===== src/rtl/gbe_ram.sv =====
`timescale 1ns / 1ps

module gbe_ram #(
	parameter int unsigned WIDTH = 8,
	parameter int unsigned DEPTH = 16,
	localparam int unsigned AW = $clog2(DEPTH)
) (
	input  logic             clk,
	input  logic             we,
	input  logic [AW-1:0]    waddr,
	input  logic [WIDTH-1:0] wdata,
	input  logic             re,
	input  logic [AW-1:0]    raddr,
	output logic [WIDTH-1:0] rdata
);

	logic [WIDTH-1:0] mem_q [DEPTH];
	logic [WIDTH-1:0] rdata_q;

	always_ff @(posedge clk) begin
		if (we) begin
			mem_q[waddr] <= wdata;
		end
		if (re) begin
			rdata_q <= mem_q[raddr];
		end
	end

	assign rdata = rdata_q;

endmodule


===== config.mk =====
export PLATFORM = sky130hd
export DESIGN_NAME = gbe_ram
export DESIGN_NICKNAME = d
export VERILOG_FILES = /design/src/rtl/gbe_ram.sv
export SDC_FILE = /design/constraint.sdc
export NUM_CORES = 1
export LEC_CHECK = 0
export BUFFER_PORTS_ARGS = -buffer_cell sky130_fd_sc_hd__buf_4
export CAP_MARGIN = 20
export CORE_ASPECT_RATIO = 2
export CORE_UTILIZATION = 60
export CTS_CLUSTER_SIZE = 8
export DETAILED_ROUTE_END_ITERATION = 16
export PLACE_DENSITY = 0.78
export RECOVER_POWER = 25
export SETUP_SLACK_MARGIN = 0.15
export SLEW_MARGIN = 5
export SYNTH_ARGS = -nofsm -noshare
export SYNTH_HDL_FRONTEND = slang
export SYNTH_SLANG_ARGS = --single-unit

===== constraint.sdc =====
create_clock -name clk -period 2.2 [get_ports clk]
set_input_delay 0.44 -clock clk [delete_from_list [all_inputs] [get_ports clk]]
set_output_delay 0.44 -clock clk [all_outputs]
set_load 0.02 [all_outputs]

==> impl_metrics.csv <==
group,metric,value,unit
run_status,status,"finished, final reports clean",
yosys,synth_top_family_by_area,"multiplexers",
place,gp_congestion,0.772,
hold_path,min_path_type,"input port to register",
critical_path,path_buf_inv,0,
place,dp_hpwl,6.46,mm
yosys,synth_top_area_frac,0.781,
timing,relSlewSlack,0.556,
timing,finalCritPeriodShare,0.693,
finish,drive_gt1_frac,0.285,
critical_path,r2r-start,"mem_q[3][4]",
finish,area_growth,18.3,%
timing,worst_slack,0.675,ns
yosys,synthXorXnorAreaFrac,0,
floorplan,core,8350,um2
clocking,cts_tree,"yes",
floorplan,start_util,0.626,
clocking,cts_setup_buffers,0,
yosys,syn_avg_cell_area,22.8,um2
finish,design_area,6180,um2
place,portBuffers,26,
critical_path,cp.arrival,1.68,ns
clocking,cts_sinks,136,
clocking,worstSkewPairLatency,0.41,ns
clocking,cts.clk_slew.worst_paths,0.06,ns
route,wl_per_cell,25.5,um
critical_path,critPathSlowestCell,"mux4_2",
critical_path,worstSetupEndpointType,"register",
floorplan,die-area,9110,um2
clocking,numCtsBuffers,17,
critical_path,cp_top_family,"multiplexers",
critical_path,crit_chain,"mux4_2 > a22oi_1 > nand2_1",
timing,rsz0062_at_grt,"no",
critical_path,critical_path.startpoint,"mem_q[3][4]",
timing,tns,0,ns
yosys,synth-simple-area-share,0.0314,
finish,multi_input_area,1060,um2
route,wl,10.1,mm
critical_path,worstSetupStartpointType,"register",
critical_path,cp.required,2.35,ns
finish,nFillCells,452,
yosys,yosys_warnings,0,
critical_path,r2r_cells,3,
timing,max_clock_freq,656,MHz
grt,antenna_found_initial,0,
route,antenna_left,0,
critical_path,crit_end,"rdata[4]",
yosys,yosysTopAreaCell,"edfxtp_1",
critical_path,crit_cells,3,
timing,skew,0.00508,ns
yosys,synth_area_leaders,"edfxtp_1, mux4_2, mux4_1, a22oi_1, nor2_1",
yosys,synth_mux_area_frac,0.148,
clocking,cts_hold_buf,0,
floorplan,ios,27,
grt,grt_max_degree,33,
route,dr.pass1.iters,4,
pwr,p_per_area,958,nW/um2
yosys,synth-compound-area-share,0.0230,
grt,grt_overflow,0,
grt,grt_pass1_vias,2686,
timing,timing.hold.ws,0.331,ns
route,via_count,2508,
yosys,synthCells,229,
timing,setup_violations,0,
place,dp_slack,0.260,ns
clocking,post_cts_resized,0,
floorplan,rows,47,
yosys,ys_seq_elements,136,
timing,drv_slew,0,
yosys,ys_seq_area_frac,0.781,
critical_path,rrSetupSlack,0.67,ns
finish,diodes,0,
pwr,leakage,0.00211,uW
yosys,synthAdderAreaFrac,0,
timing,hold_viol_final,0,
place,postPlaceCellArea,5640,um2
finish,nets,304,
route,drc,0,
critical_path,cp_max_fo,1,
finish,regArea,4080,um2
timing,timing.final.crit_period,1.53,ns
yosys,syn-cell-area,5230,um2
timing,worst_slew_pin_slew,0.666,ns
flow_run,drv_cap,0,
clocking,cts_root_buffer,"clkbuf_16",
grt,grt_first_pass_wirelength,15.3,mm
clocking,h-tree-depth,4,
route,drt-initial-drc-count,163,
yosys,syn-num-nets,248,
critical_path,worstSetupPathType,"register to register",
route,viasPerCell,6.33,
critical_path,reg2reg_to,"rdata[4]",
pwr,ir_drop,0.879,mV
grt,grt_use_total,0.262,
critical_path,crit_path_max_incr_delay,0.50,ns
yosys,synth.distinct_cells,18,
floorplan,chipHeight,134,um
floorplan,die_w,68,um
clocking,cts_max_path_buffers,2,
-- cells in the mapped netlist --
| cell type | instances |
|---|---|
| a22oi_1 | 16 |
| mux4_2 | 18 |
| buf_4 | 1 |
| or3b_2 | 1 |
| nand3_1 | 1 |
| nor2_1 | 13 |
| and2_1 | 1 |
| nor2b_1 | 1 |
| and2b_1 | 1 |
| nand3b_1 | 2 |
| buf_2 | 3 |
| nand2b_1 | 2 |
| buf_6 | 3 |
| nor3_1 | 4 |
| edfxtp_1 | 136 |
| mux4_1 | 14 |
| clkdlybuf4s25_2 | 3 |
| nand2_1 | 9 |
-- through the flow --
| step | power (uW) | utilization | cells |
|---|---|---|---|
| 3_5_place_dp | 3290 | 0.676 | 364 |
| 2_1_floorplan | 3150 | - | 229 |
| 4_1_cts | 5960 | 0.744 | 396 |
| 3_3_place_gp | 3270 | 0.676 | 364 |
| 6_report | 5920 | 0.740 | 396 |
| 5_1_grt | 6060 | 0.740 | 396 |
-- placed cells by master, fill, tap and decap left out --
| cell | netlist | final |
|---|---|---|
| buf_4 | 1 | 38 |
| clkbuf_1 | 0 | 9 |
| nor2_1 | 13 | 13 |
| nand3_1 | 1 | 1 |
| a22oi_1 | 16 | 16 |
| nor3_1 | 4 | 4 |
| nand2_1 | 9 | 9 |
| nor2b_1 | 1 | 1 |
| and2b_1 | 1 | 1 |
| edfxtp_1 | 136 | 136 |
| clkinv_2 | 0 | 6 |
| clkbuf_16 | 0 | 17 |
| and2_1 | 1 | 1 |
| clkinv_1 | 0 | 4 |
| bufinv_16 | 0 | 3 |
| nand2b_1 | 2 | 2 |
| mux4_1 | 14 | 14 |
| nand3b_1 | 2 | 2 |
| buf_12 | 0 | 2 |
| mux4_2 | 18 | 18 |
| or3b_2 | 1 | 1 |
-- worst register-to-register path, delay by kind of cell, from the launching register on --
family           cells  cell delay [ns]
flip-flops           1             0.40
AND/OR/NAND/NOR      1             0.11
AO/OA/AOI/OAI        1             0.26
multiplexers         1             0.51
-- cells by family after synthesis --
group | count (synthesis)
buffers and inverters | 10
flip-flops | 136
AO/OA/AOI/OAI | 16
AND/OR/NAND/NOR | 35
multiplexers | 32
-- layout make-up --
type                    instances  share of cell area
well taps                      98              0.0198
multi-input cells              83               0.171
clock buffers                  19              0.0700
repair buffers                 47              0.0569
clock inverters                13              0.0219
flip-flops and latches        136               0.660
-- state kept, by name, summed over array words and instances, names as in the netlist --
signal	cells
mem_q	128
rdata	8
-- report_power, final --
part / internal (uW) / total, uW / switching [uW]
clock network: 1750 / 2690 / 946
logic: 127 / 291 / 164
registers: 2920 / 2940 / 16.8
total: 4800 / 5920 / 1130
-- worst min path at each step --
stage / startpoint / end / slack, ns / depth (start not counted)
6_report: re / rdata[1] / 0.33 / 1
5_1_grt: re / rdata[1] / 0.33 / 1
4_1_cts: wdata[0] / mem_q[3][0] / 0.31 / 1
3_5_place_dp: wdata[0] / mem_q[6][0] / 0.74 / 1
3_3_place_gp: mem_q[4][1] / rdata[1] / 0.73 / 3
2_1_floorplan: wdata[0] / mem_q[0][0] / 0.54 / 0
-- per-layer routing --
metal,part of all wire,GRT usage,up-vias
li1,-,-,1093
met1,0.34,0.282,1287
met2,0.58,0.449,105
met3,0.047,0.0799,23
met4,0.029,0.127,0
met5,0,0,-
Note: power is estimated with default switching activity, not from simulation.
