### config.mk
export PLATFORM = sky130hd
export DESIGN_NAME = gbe_gap_mover
export DESIGN_NICKNAME = d
export VERILOG_FILES = /design/src/rtl/gbe_pkg.sv /design/src/rtl/gbe_gap_mover.sv
export SDC_FILE = /design/constraint.sdc
export NUM_CORES = 1
export LEC_CHECK = 0
export ABC_AREA = 1
export BUFFER_PORTS_ARGS = -buffer_cell sky130_fd_sc_hd__buf_2
export CAP_MARGIN = 30
export CORE_MARGIN = 3
export CORE_UTILIZATION = 60
export CTS_CLUSTER_DIAMETER = 40
export DETAILED_ROUTE_END_ITERATION = 6
export PLACE_DENSITY = 0.8
export SYNTH_ARGS = -nofsm -noshare
export SYNTH_HDL_FRONTEND = slang
export SYNTH_SLANG_ARGS = --single-unit
### constraint.sdc
create_clock -name clk -period 2.3 [get_ports clk]
set_input_delay 0.46 -clock clk [delete_from_list [all_inputs] [get_ports clk]]
set_output_delay 0.46 -clock clk [all_outputs]
set_load 0.03 [all_outputs]
### src/rtl/gbe_pkg.sv
`timescale 1ns / 1ps

package gbe_pkg;

	// Default store size in bytes
	localparam int unsigned GBE_CAPACITY = 65536;

	// Field widths fixed by the interface
	localparam int unsigned FUNC_W  = 2;
	localparam int unsigned INDEX_W = 16;
	localparam int unsigned BYTE_W  = 8;
	localparam int unsigned COUNT_W = 17;
	localparam int unsigned STAT_W  = 2;
	localparam int unsigned LEN_W   = 17;

	// Function codes
	localparam logic [FUNC_W-1:0] FN_INSERT = 2'd0;
	localparam logic [FUNC_W-1:0] FN_REMOVE = 2'd1;
	localparam logic [FUNC_W-1:0] FN_READ   = 2'd2;
	localparam logic [FUNC_W-1:0] FN_WRITE  = 2'd3;

	// Status codes
	localparam logic [STAT_W-1:0] ST_OK    = 2'd0;
	localparam logic [STAT_W-1:0] ST_RANGE = 2'd1;
	localparam logic [STAT_W-1:0] ST_FULL  = 2'd2;

	typedef enum logic [2:0] {
		S_IDLE,
		S_CHECK,
		S_MOVE,
		S_RDWAIT,
		S_DONE
	} gbe_state_t;

	// Commands from the sequencer to the gap pointer unit
	typedef struct packed {
		logic go;   // start moving the gap to pos
		logic ins;  // one byte written at gap start, grow content
		logic rem;  // swallow cnt bytes past the gap
	} mv_cmd_t;

endpackage

### src/rtl/gbe_gap_mover.sv
`timescale 1ns / 1ps

module gbe_gap_mover #(
	parameter int unsigned CAPACITY = gbe_pkg::GBE_CAPACITY,
	localparam int unsigned PW = $clog2(CAPACITY + 1),
	localparam int unsigned AW = $clog2(CAPACITY)
) (
	input  logic            clk,
	input  logic            arst_n,
	input  gbe_pkg::mv_cmd_t cmd,
	input  logic [PW-1:0]   pos,
	input  logic [PW-1:0]   cnt,
	output logic [PW-1:0]   gap_start,
	output logic [PW-1:0]   gap_end,
	output logic            idle,
	output logic            rd_en,
	output logic [AW-1:0]   rd_addr,
	output logic            wr_en,
	output logic [AW-1:0]   wr_addr
);

	import gbe_pkg::*;

	logic [PW-1:0] gs_q, ge_q, rem_q;
	logic          left_q;
	logic          pend_s1;
	logic [AW-1:0] waddr_s1;
	logic [PW-1:0] gs_dec, ge_dec;
	logic          moving;

	assign gs_dec = gs_q - PW'(1);
	assign ge_dec = ge_q - PW'(1);
	assign moving = (rem_q != '0);

	// Left move copies gs-1 -> ge-1; right move copies ge -> gs.
	// Read goes out now, the matching write in the next cycle with RAM data.
	always_comb begin
		rd_en   = moving;
		rd_addr = left_q ? gs_dec[AW-1:0] : ge_q[AW-1:0];
		wr_en   = pend_s1;
		wr_addr = waddr_s1;
		idle    = !moving && !pend_s1;
	end

	always_ff @(posedge clk or negedge arst_n) begin
		if (!arst_n) begin
			gs_q    <= '0;
			ge_q    <= PW'(CAPACITY);
			rem_q   <= '0;
			left_q  <= 1'b0;
			pend_s1 <= 1'b0;
		end else begin
			pend_s1 <= moving;
			if (cmd.go) begin
				if (pos < gs_q) begin
					left_q <= 1'b1;
					rem_q  <= gs_q - pos;
				end else begin
					left_q <= 1'b0;
					rem_q  <= pos - gs_q;
				end
			end else if (moving) begin
				rem_q <= rem_q - PW'(1);
				if (left_q) begin
					gs_q <= gs_dec;
					ge_q <= ge_dec;
				end else begin
					gs_q <= gs_q + PW'(1);
					ge_q <= ge_q + PW'(1);
				end
			end else if (cmd.ins) begin
				gs_q <= gs_q + PW'(1);
			end else if (cmd.rem) begin
				ge_q <= ge_q + cnt;
			end
		end
	end

	always_ff @(posedge clk) begin
		if (moving) begin
			waddr_s1 <= left_q ? ge_dec[AW-1:0] : gs_q[AW-1:0];
		end
	end

	assign gap_start = gs_q;
	assign gap_end   = ge_q;

endmodule

==> impl_metrics.env, run 1 <==
export IMPL_stdcell_count=1652
export IMPL_synth_main_ff_cell="dfrtp_1"
export IMPL_hpwl_microns=21030
export IMPL_io_pins=108
export IMPL_finalHoldViolCount=0
export IMPL_fin_area_sq_um=9931
export IMPL_tightest_slew_ps=758.9
export IMPL_timing_final_crit_share_pct=110.2
export IMPL_root_buffer="clkbuf_16"
export IMPL_gp_congestion=1.045
export IMPL_cts_sinks=69
export IMPL_min_path_type="input port to async pin"
export IMPL_vias=9404
export IMPL_finalSetupViolations=11
export IMPL_coreArea_sq_um=12820
export IMPL_start_util_pct=62.15
export IMPL_p_leak_nw=5.243
export IMPL_cp_required_ps=1840
export IMPL_syn2layout_area_growth_pct=24.60
export IMPL_synth_area_top_cells="nand2_1 19%, dfrtp_1 16%, ha_1 8.6%, inv_1 8.1%, nand3_1 7.9%"
export IMPL_synth_edf_count=16
export IMPL_min_period_ps=2534
export IMPL_yosys_cell_count_top_type="nand2_1"
export IMPL_syn_area_sq_um=7970
export IMPL_endpoint_kind="output pin"
export IMPL_cts_tree="built"
export IMPL_fin_util_pct=77.43
export IMPL_clkTransAtPathRegs_ps=70
export IMPL_finalWorstSetupSlack_ps=-233.7
export IMPL_htreeDepth=3
export IMPL_rsz0062_at_grt="yes"
export IMPL_placed_area_sq_um=9154
export IMPL_antenna_found_initial=0
export IMPL_drive_above_1_share_pct=22.36
export IMPL_synth_cell_types=49
export IMPL_grt_usage_pct=36.48
export IMPL_grt_max_degree=54
export IMPL_syn_nets=1389
export IMPL_ant_nets=0
export IMPL_clk_path_buf_depth=2
export IMPL_skew_ps=15.31
export IMPL_tns_ps=-2102
export IMPL_arrival_ps=2070
export IMPL_synth_top_area_share_pct=18.60
export IMPL_grt_pass1_vias=8501
export IMPL_drtIter0Drc=867
export IMPL_dieArea_sq_um=14700
export IMPL_holdBufCountCts=0
export IMPL_synth_common_cells="395 x nand2_1, 172 x inv_1, 126 x nand3_1"
export IMPL_ys_seq_elements=69
export IMPL_drv_cap=0
export IMPL_seq_area_frac_synth_pct=22.68
export IMPL_rows=41
export IMPL_rrSetupSlack_ps=110
export IMPL_final_nets=1572
export IMPL_fillers=1064
export IMPL_syn_avg_cell_area_sq_um=6.169
export IMPL_syn_instance_count=1292
export IMPL_powerDensity_nw_per_um2=1491
export IMPL_yosysTopAreaCell="nand2_1"
export IMPL_vdd_drop_max_v=0.001338
export IMPL_failed_checks="setup timing"
export IMPL_ys_warn_count=0
export IMPL_detail_route_wl_per_cell_microns=16.40
export IMPL_outcome="finished with violations"
export IMPL_drc=0
export IMPL_numCtsBuffers=9
export IMPL_dieHeight_microns=121.3
export IMPL_max_freq_mhz=394.7
export IMPL_port_buffers=107
export IMPL_crit_fanout=3
export IMPL_clock_latency_ps=350
export IMPL_async_flop_share_pct=76.81
export IMPL_vias_per_cell=5.692
export IMPL_worstSetupStartpointType="register"
export IMPL_grt_pass1_wl_microns=42560
export IMPL_grt_overflow=0
export IMPL_antenna_cells=0
export IMPL_crit_type="register to output pin"
export IMPL_drt_pre_antenna_iters=6
export IMPL_placed_cells=1618
export IMPL_hold_ws_ps=252.9
export IMPL_wl_microns=27100
export IMPL_slew_viol_final=0
export IMPL_dieWidth_microns=121.3
export IMPL_relSlewSlack_pct=49.41
==> final timing paths <==
check	from	to	depth (start not counted)
worst max-delay path	gap_start[1]	rd_addr[8]	11
worst min-delay path	arst_n	gap_start[14]	2
worst max register to register	gap_start[1]	gap_start[14]	11
worst min register to register	rem_q[0]	rem_q[0]	2
max in group asynchronous	arst_n	gap_start[2]	2
min in group clk	cmd[2]	gap_start[6]	4
==> stage by stage <==
step,setup slack (ps),total power [W]
after floorplan,-26.56,0.009230
final,-233.7,0.01480
after global placement,-131.4,0.01221
after detailed placement,-125.0,0.01237
after global routing,-354.6,0.01588
after CTS,-262.8,0.01404
==> cells in the final DEF (no fill, tap or decap), types with 3 or more instances in the layout <==
cell type   synthesis  layout
clkbuf_16           0       9
o21ai_1             2       9
nor2_1             98      88
buf_4               5     102
nor3_1             19      16
ha_2                0       8
dfrtp_2             0       5
xor2_2              0       3
o22ai_1             4       4
nand2_1           395     388
xnor2_1             7       7
o21ai_0            94      82
nand3_2             3      10
xor2_1             38      34
nand2_2             9      15
dfrtp_1            52      47
edfxtp_1           16      16
nor3_2              3       5
nand4_1            17      17
ha_1               55      45
clkinvlp_4          0       4
o21ai_2             6      11
nand3b_1            3       3
a31oi_1             7       6
nor2_4              1       7
a21oi_1            67      67
inv_2              10      11
nor2_2             12      16
nand3_1           126     118
inv_1             172     170
nor4_1              4       4
buf_2              12      96
o211ai_1           11      11
buf_6               6       7
==> critical path, cell delays in order (launching register included) <==
cell     delay (ps)
dfrtp_2         410
inv_1            80
ha_2            180
nand2_2          70
nor2_4          150
nand3_2         110
inv_2           120
buf_4           120
a21oi_1          50
o21ai_1         120
o21ai_1         120
buf_4           180
==> routing by layer <==
metal / part of all wire, % / GRT usage [%] / vias to the layer above
li1: - / - / 4549
met1: 43 / 53.30 / 4248
met2: 43 / 56.10 / 535
met3: 10 / 4.615 / 72
met4: 3.3 / 11.97 / 0
met5: 0 / 0 / -
==> flip-flops by register name, summed over array words and instances, names as in the netlist <==
name and count:
gap_end 17, gap_start 17, rem_q 17, wr_addr 16, left_q 1, wr_en 1
==> what timing repair did <==
action / 4_1_cts / 5_1_grt
buffers inserted: 9 / 9
pin swaps: 13 / 14
gates cloned: 0 / 0
endpoints found under the setup margin: 12 / 43
resized for setup: 35 / 58
==> kinds of logic (layout without fill, tap and decap cells) <==
kind of cell / count (synthesis) / after routing / share of synthesized area [%]
AND/OR/NAND/NOR: 698 / 698 / 37.69
AO/OA/AOI/OAI: 202 / 202 / 13.86
flip-flops: 69 / 69 / 22.68
adder cells (fa/ha/maj): 58 / 58 / 9.388
XOR/XNOR: 45 / 45 / 4.945
buffers and inverters: 220 / 408 / 11.43
==> power breakdown <==
group / internal, W / switching (W) / total [W]
clock network: 0.000733 / 0.000578 / 0.00131
logic: 0.00394 / 0.00699 / 0.0109
registers: 0.00187 / 0.000689 / 0.00256
==> layout make-up <==
cell class	instances	area [sq um]	share of cell area [%]
Timing Repair Buffer	207	1365	13.75
Clock inverter	5	36.28	0.3654
Clock buffer	11	232.7	2.343
Multi-Input combinational cell	1003	5564	56.03
Inverter	185	703.2	7.081
Sequential cell	69	1814	18.27
Tap cell	172	215.2	2.167
Note: power is estimated with default switching activity, not from simulation.
==> run 2: changes to the inputs <==
==> constraint.sdc (replaced) <==
create_clock -name clk -period 2.3 [get_ports clk]
set_input_delay 0.23 -clock clk [delete_from_list [all_inputs] [get_ports clk]]
set_output_delay 0.23 -clock clk [all_outputs]
set_load 0.03 [all_outputs]
==> run 2 against run 1 <==
- the flow still finishes with violations (setup timing)
- count of clock-buffer cells in the layout shrank 2
- non-clock buffer count shrank 38
- maximum frequency grew 7.0%
- flip-flop and latch count is the same
- total power shrank 4.3%
- design area shrank 3.6%
- highest routed layer unchanged
==> impl_metrics.env, run 2 (synthesized netlist as in run 1, its figures left out) <==
export IMPL_outcome="finished with violations"
export IMPL_htreeDepth=3
export IMPL_crit_fanout=5
export IMPL_clkTransAtPathRegs_ps=60
export IMPL_p_leak_nw=5.101
export IMPL_r2r_start="gap_start[1]"
export IMPL_endpoint_kind="output pin"
export IMPL_root_buffer="clkbuf_16"
export IMPL_drt_pre_antenna_iters=6
export IMPL_io_pins=108
export IMPL_drc=0
export IMPL_numCtsBuffers=9
export IMPL_arrival_ps=2140
export IMPL_hold_ws_ps=272.9
export IMPL_grt_pass1_vias=8165
export IMPL_grt_usage_pct=35.97
export IMPL_timing_final_crit_share_pct=102.9
export IMPL_layout_commonest_cell="nand2_1"
export IMPL_vias_per_cell=5.714
export IMPL_grt_max_degree=54
export IMPL_rrSetupSlack_ps=120
export IMPL_skew_ps=11.51
export IMPL_min_to="gap_start[10]"
export IMPL_met2_length_microns=11550
export IMPL_antenna_cells=0
export IMPL_slew_viol_final=0
export IMPL_start_util_pct=62.15
export IMPL_dieHeight_microns=121.3
export IMPL_antenna_found_initial=0
export IMPL_cts_tree="built"
export IMPL_wl_microns=26550
export IMPL_rows=41
export IMPL_ant_nets=0
export IMPL_min_period_ps=2367
export IMPL_clock_latency_ps=350
export IMPL_min_path_cells=4
export IMPL_finalWorstSetupSlack_ps=-66.93
export IMPL_topRoutingLayerUsed="met4"
export IMPL_drive_above_1_share_pct=19.49
export IMPL_wl_met1_microns=11220
export IMPL_vias=9222
export IMPL_powerDensity_nw_per_um2=1480
export IMPL_final_nets=1534
export IMPL_drv_cap=0
export IMPL_wl_met3_microns=3042
export IMPL_rsz0062_at_grt="yes"
export IMPL_tightest_slew_ps=568.9
export IMPL_worstSetupStartpointType="register"
export IMPL_grt_overflow=0
export IMPL_crit_type="register to output pin"
export IMPL_syn2layout_area_growth_pct=20.13
export IMPL_vdd_drop_max_v=0.001289
export IMPL_hpwl_microns=20870
export IMPL_reg2regPathDepth=10
export IMPL_detail_route_wl_per_cell_microns=16.45
export IMPL_cp_required_ps=2070
export IMPL_fin_util_pct=74.65
export IMPL_max_freq_mhz=422.5
export IMPL_hp_start="cmd[2]"
export IMPL_r2r_end="gap_start[14]"
export IMPL_finalHoldViolCount=0
export IMPL_finalSetupViolations=3
export IMPL_failed_checks="setup timing"
export IMPL_cts_sinks=69
export IMPL_drtIter0Drc=918
export IMPL_coreArea_sq_um=12820
export IMPL_gp_congestion=1.007
export IMPL_grt_pass1_wl_microns=41500
export IMPL_clk_path_buf_depth=2
export IMPL_dieArea_sq_um=14700
export IMPL_final_cell_mix="389 x nand2_1, 166 x inv_1, 120 x nand3_1"
export IMPL_port_buffers=107
export IMPL_min_path_type="input port to register"
export IMPL_dieWidth_microns=121.3
export IMPL_relSlewSlack_pct=61.99
-- run 2: worst max-delay path by stage --
stage,startpoint,end,cells after the start
global route,gap_start[1],rd_addr[15],8
global placement,gap_start[7],rem_q[13],14
detailed placement,gap_start[7],rem_q[14],14
CTS,gap_start[1],rd_addr[15],8
floorplan,gap_start[0],rem_q[16],15
finish,gap_start[1],rd_addr[13],9
-- run 2: where the power goes --
part / internal (W) / switching [W] / total [W]
registers: 0.00187 / 0.000706 / 0.00257
logic: 0.00348 / 0.00681 / 0.0103
clock network: 0.000733 / 0.000577 / 0.00131
total: 0.00607 / 0.00810 / 0.0142
-- run 2: area by class of cell --
cell class                      instances  area, sq um
Inverter                              185        701.9
Clock inverter                          7        50.05
Tap cell                              172        215.2
Timing Repair Buffer                  169         1089
Multi-Input combinational cell       1003         5483
Clock buffer                            9        225.2
Sequential cell                        69         1810
Fill cell                            1114         3251
-- run 2: what timing repair did --
item / 4_1_cts / 5_1_grt
hold buffers: 1 / 0
pin swaps: 8 / 7
endpoints found under the hold margin: 52 / 0
setup endpoints to repair: 10 / 35
gates resized for setup: 25 / 61
buffers inserted: 7 / 2
-- run 2: layer usage --
metal	vias up	GRT usage (%)
met1	4167	51.52
met4	0	11.27
met3	63	7.226
met2	512	54.78
li1	4480	-
met5	-	0
-- run 2: critical path, stage by stage, from the launching register on --
cell	delay, ps
dfrtp_1	440
buf_6	150
nor2_4	80
nand4_1	190
nor2_4	210
buf_6	130
nand3_4	70
xor2_4	180
o21ai_2	180
buf_6	150
-- run 2: through the flow --
stage               cells  TNS, ps  cell area, sq um  total power [W]  setup WS (ps)
finish               1614   -127.8              9574          0.01417         -66.93
global route         1614   -573.1              9574          0.01529         -156.0
CTS                  1612   -85.25              9355          0.01360         -53.11
detailed placement   1588        0              8937          0.01200          109.4
global placement     1588        0              8937          0.01188          124.8
floorplan            1292        0              7980         0.009188          66.21
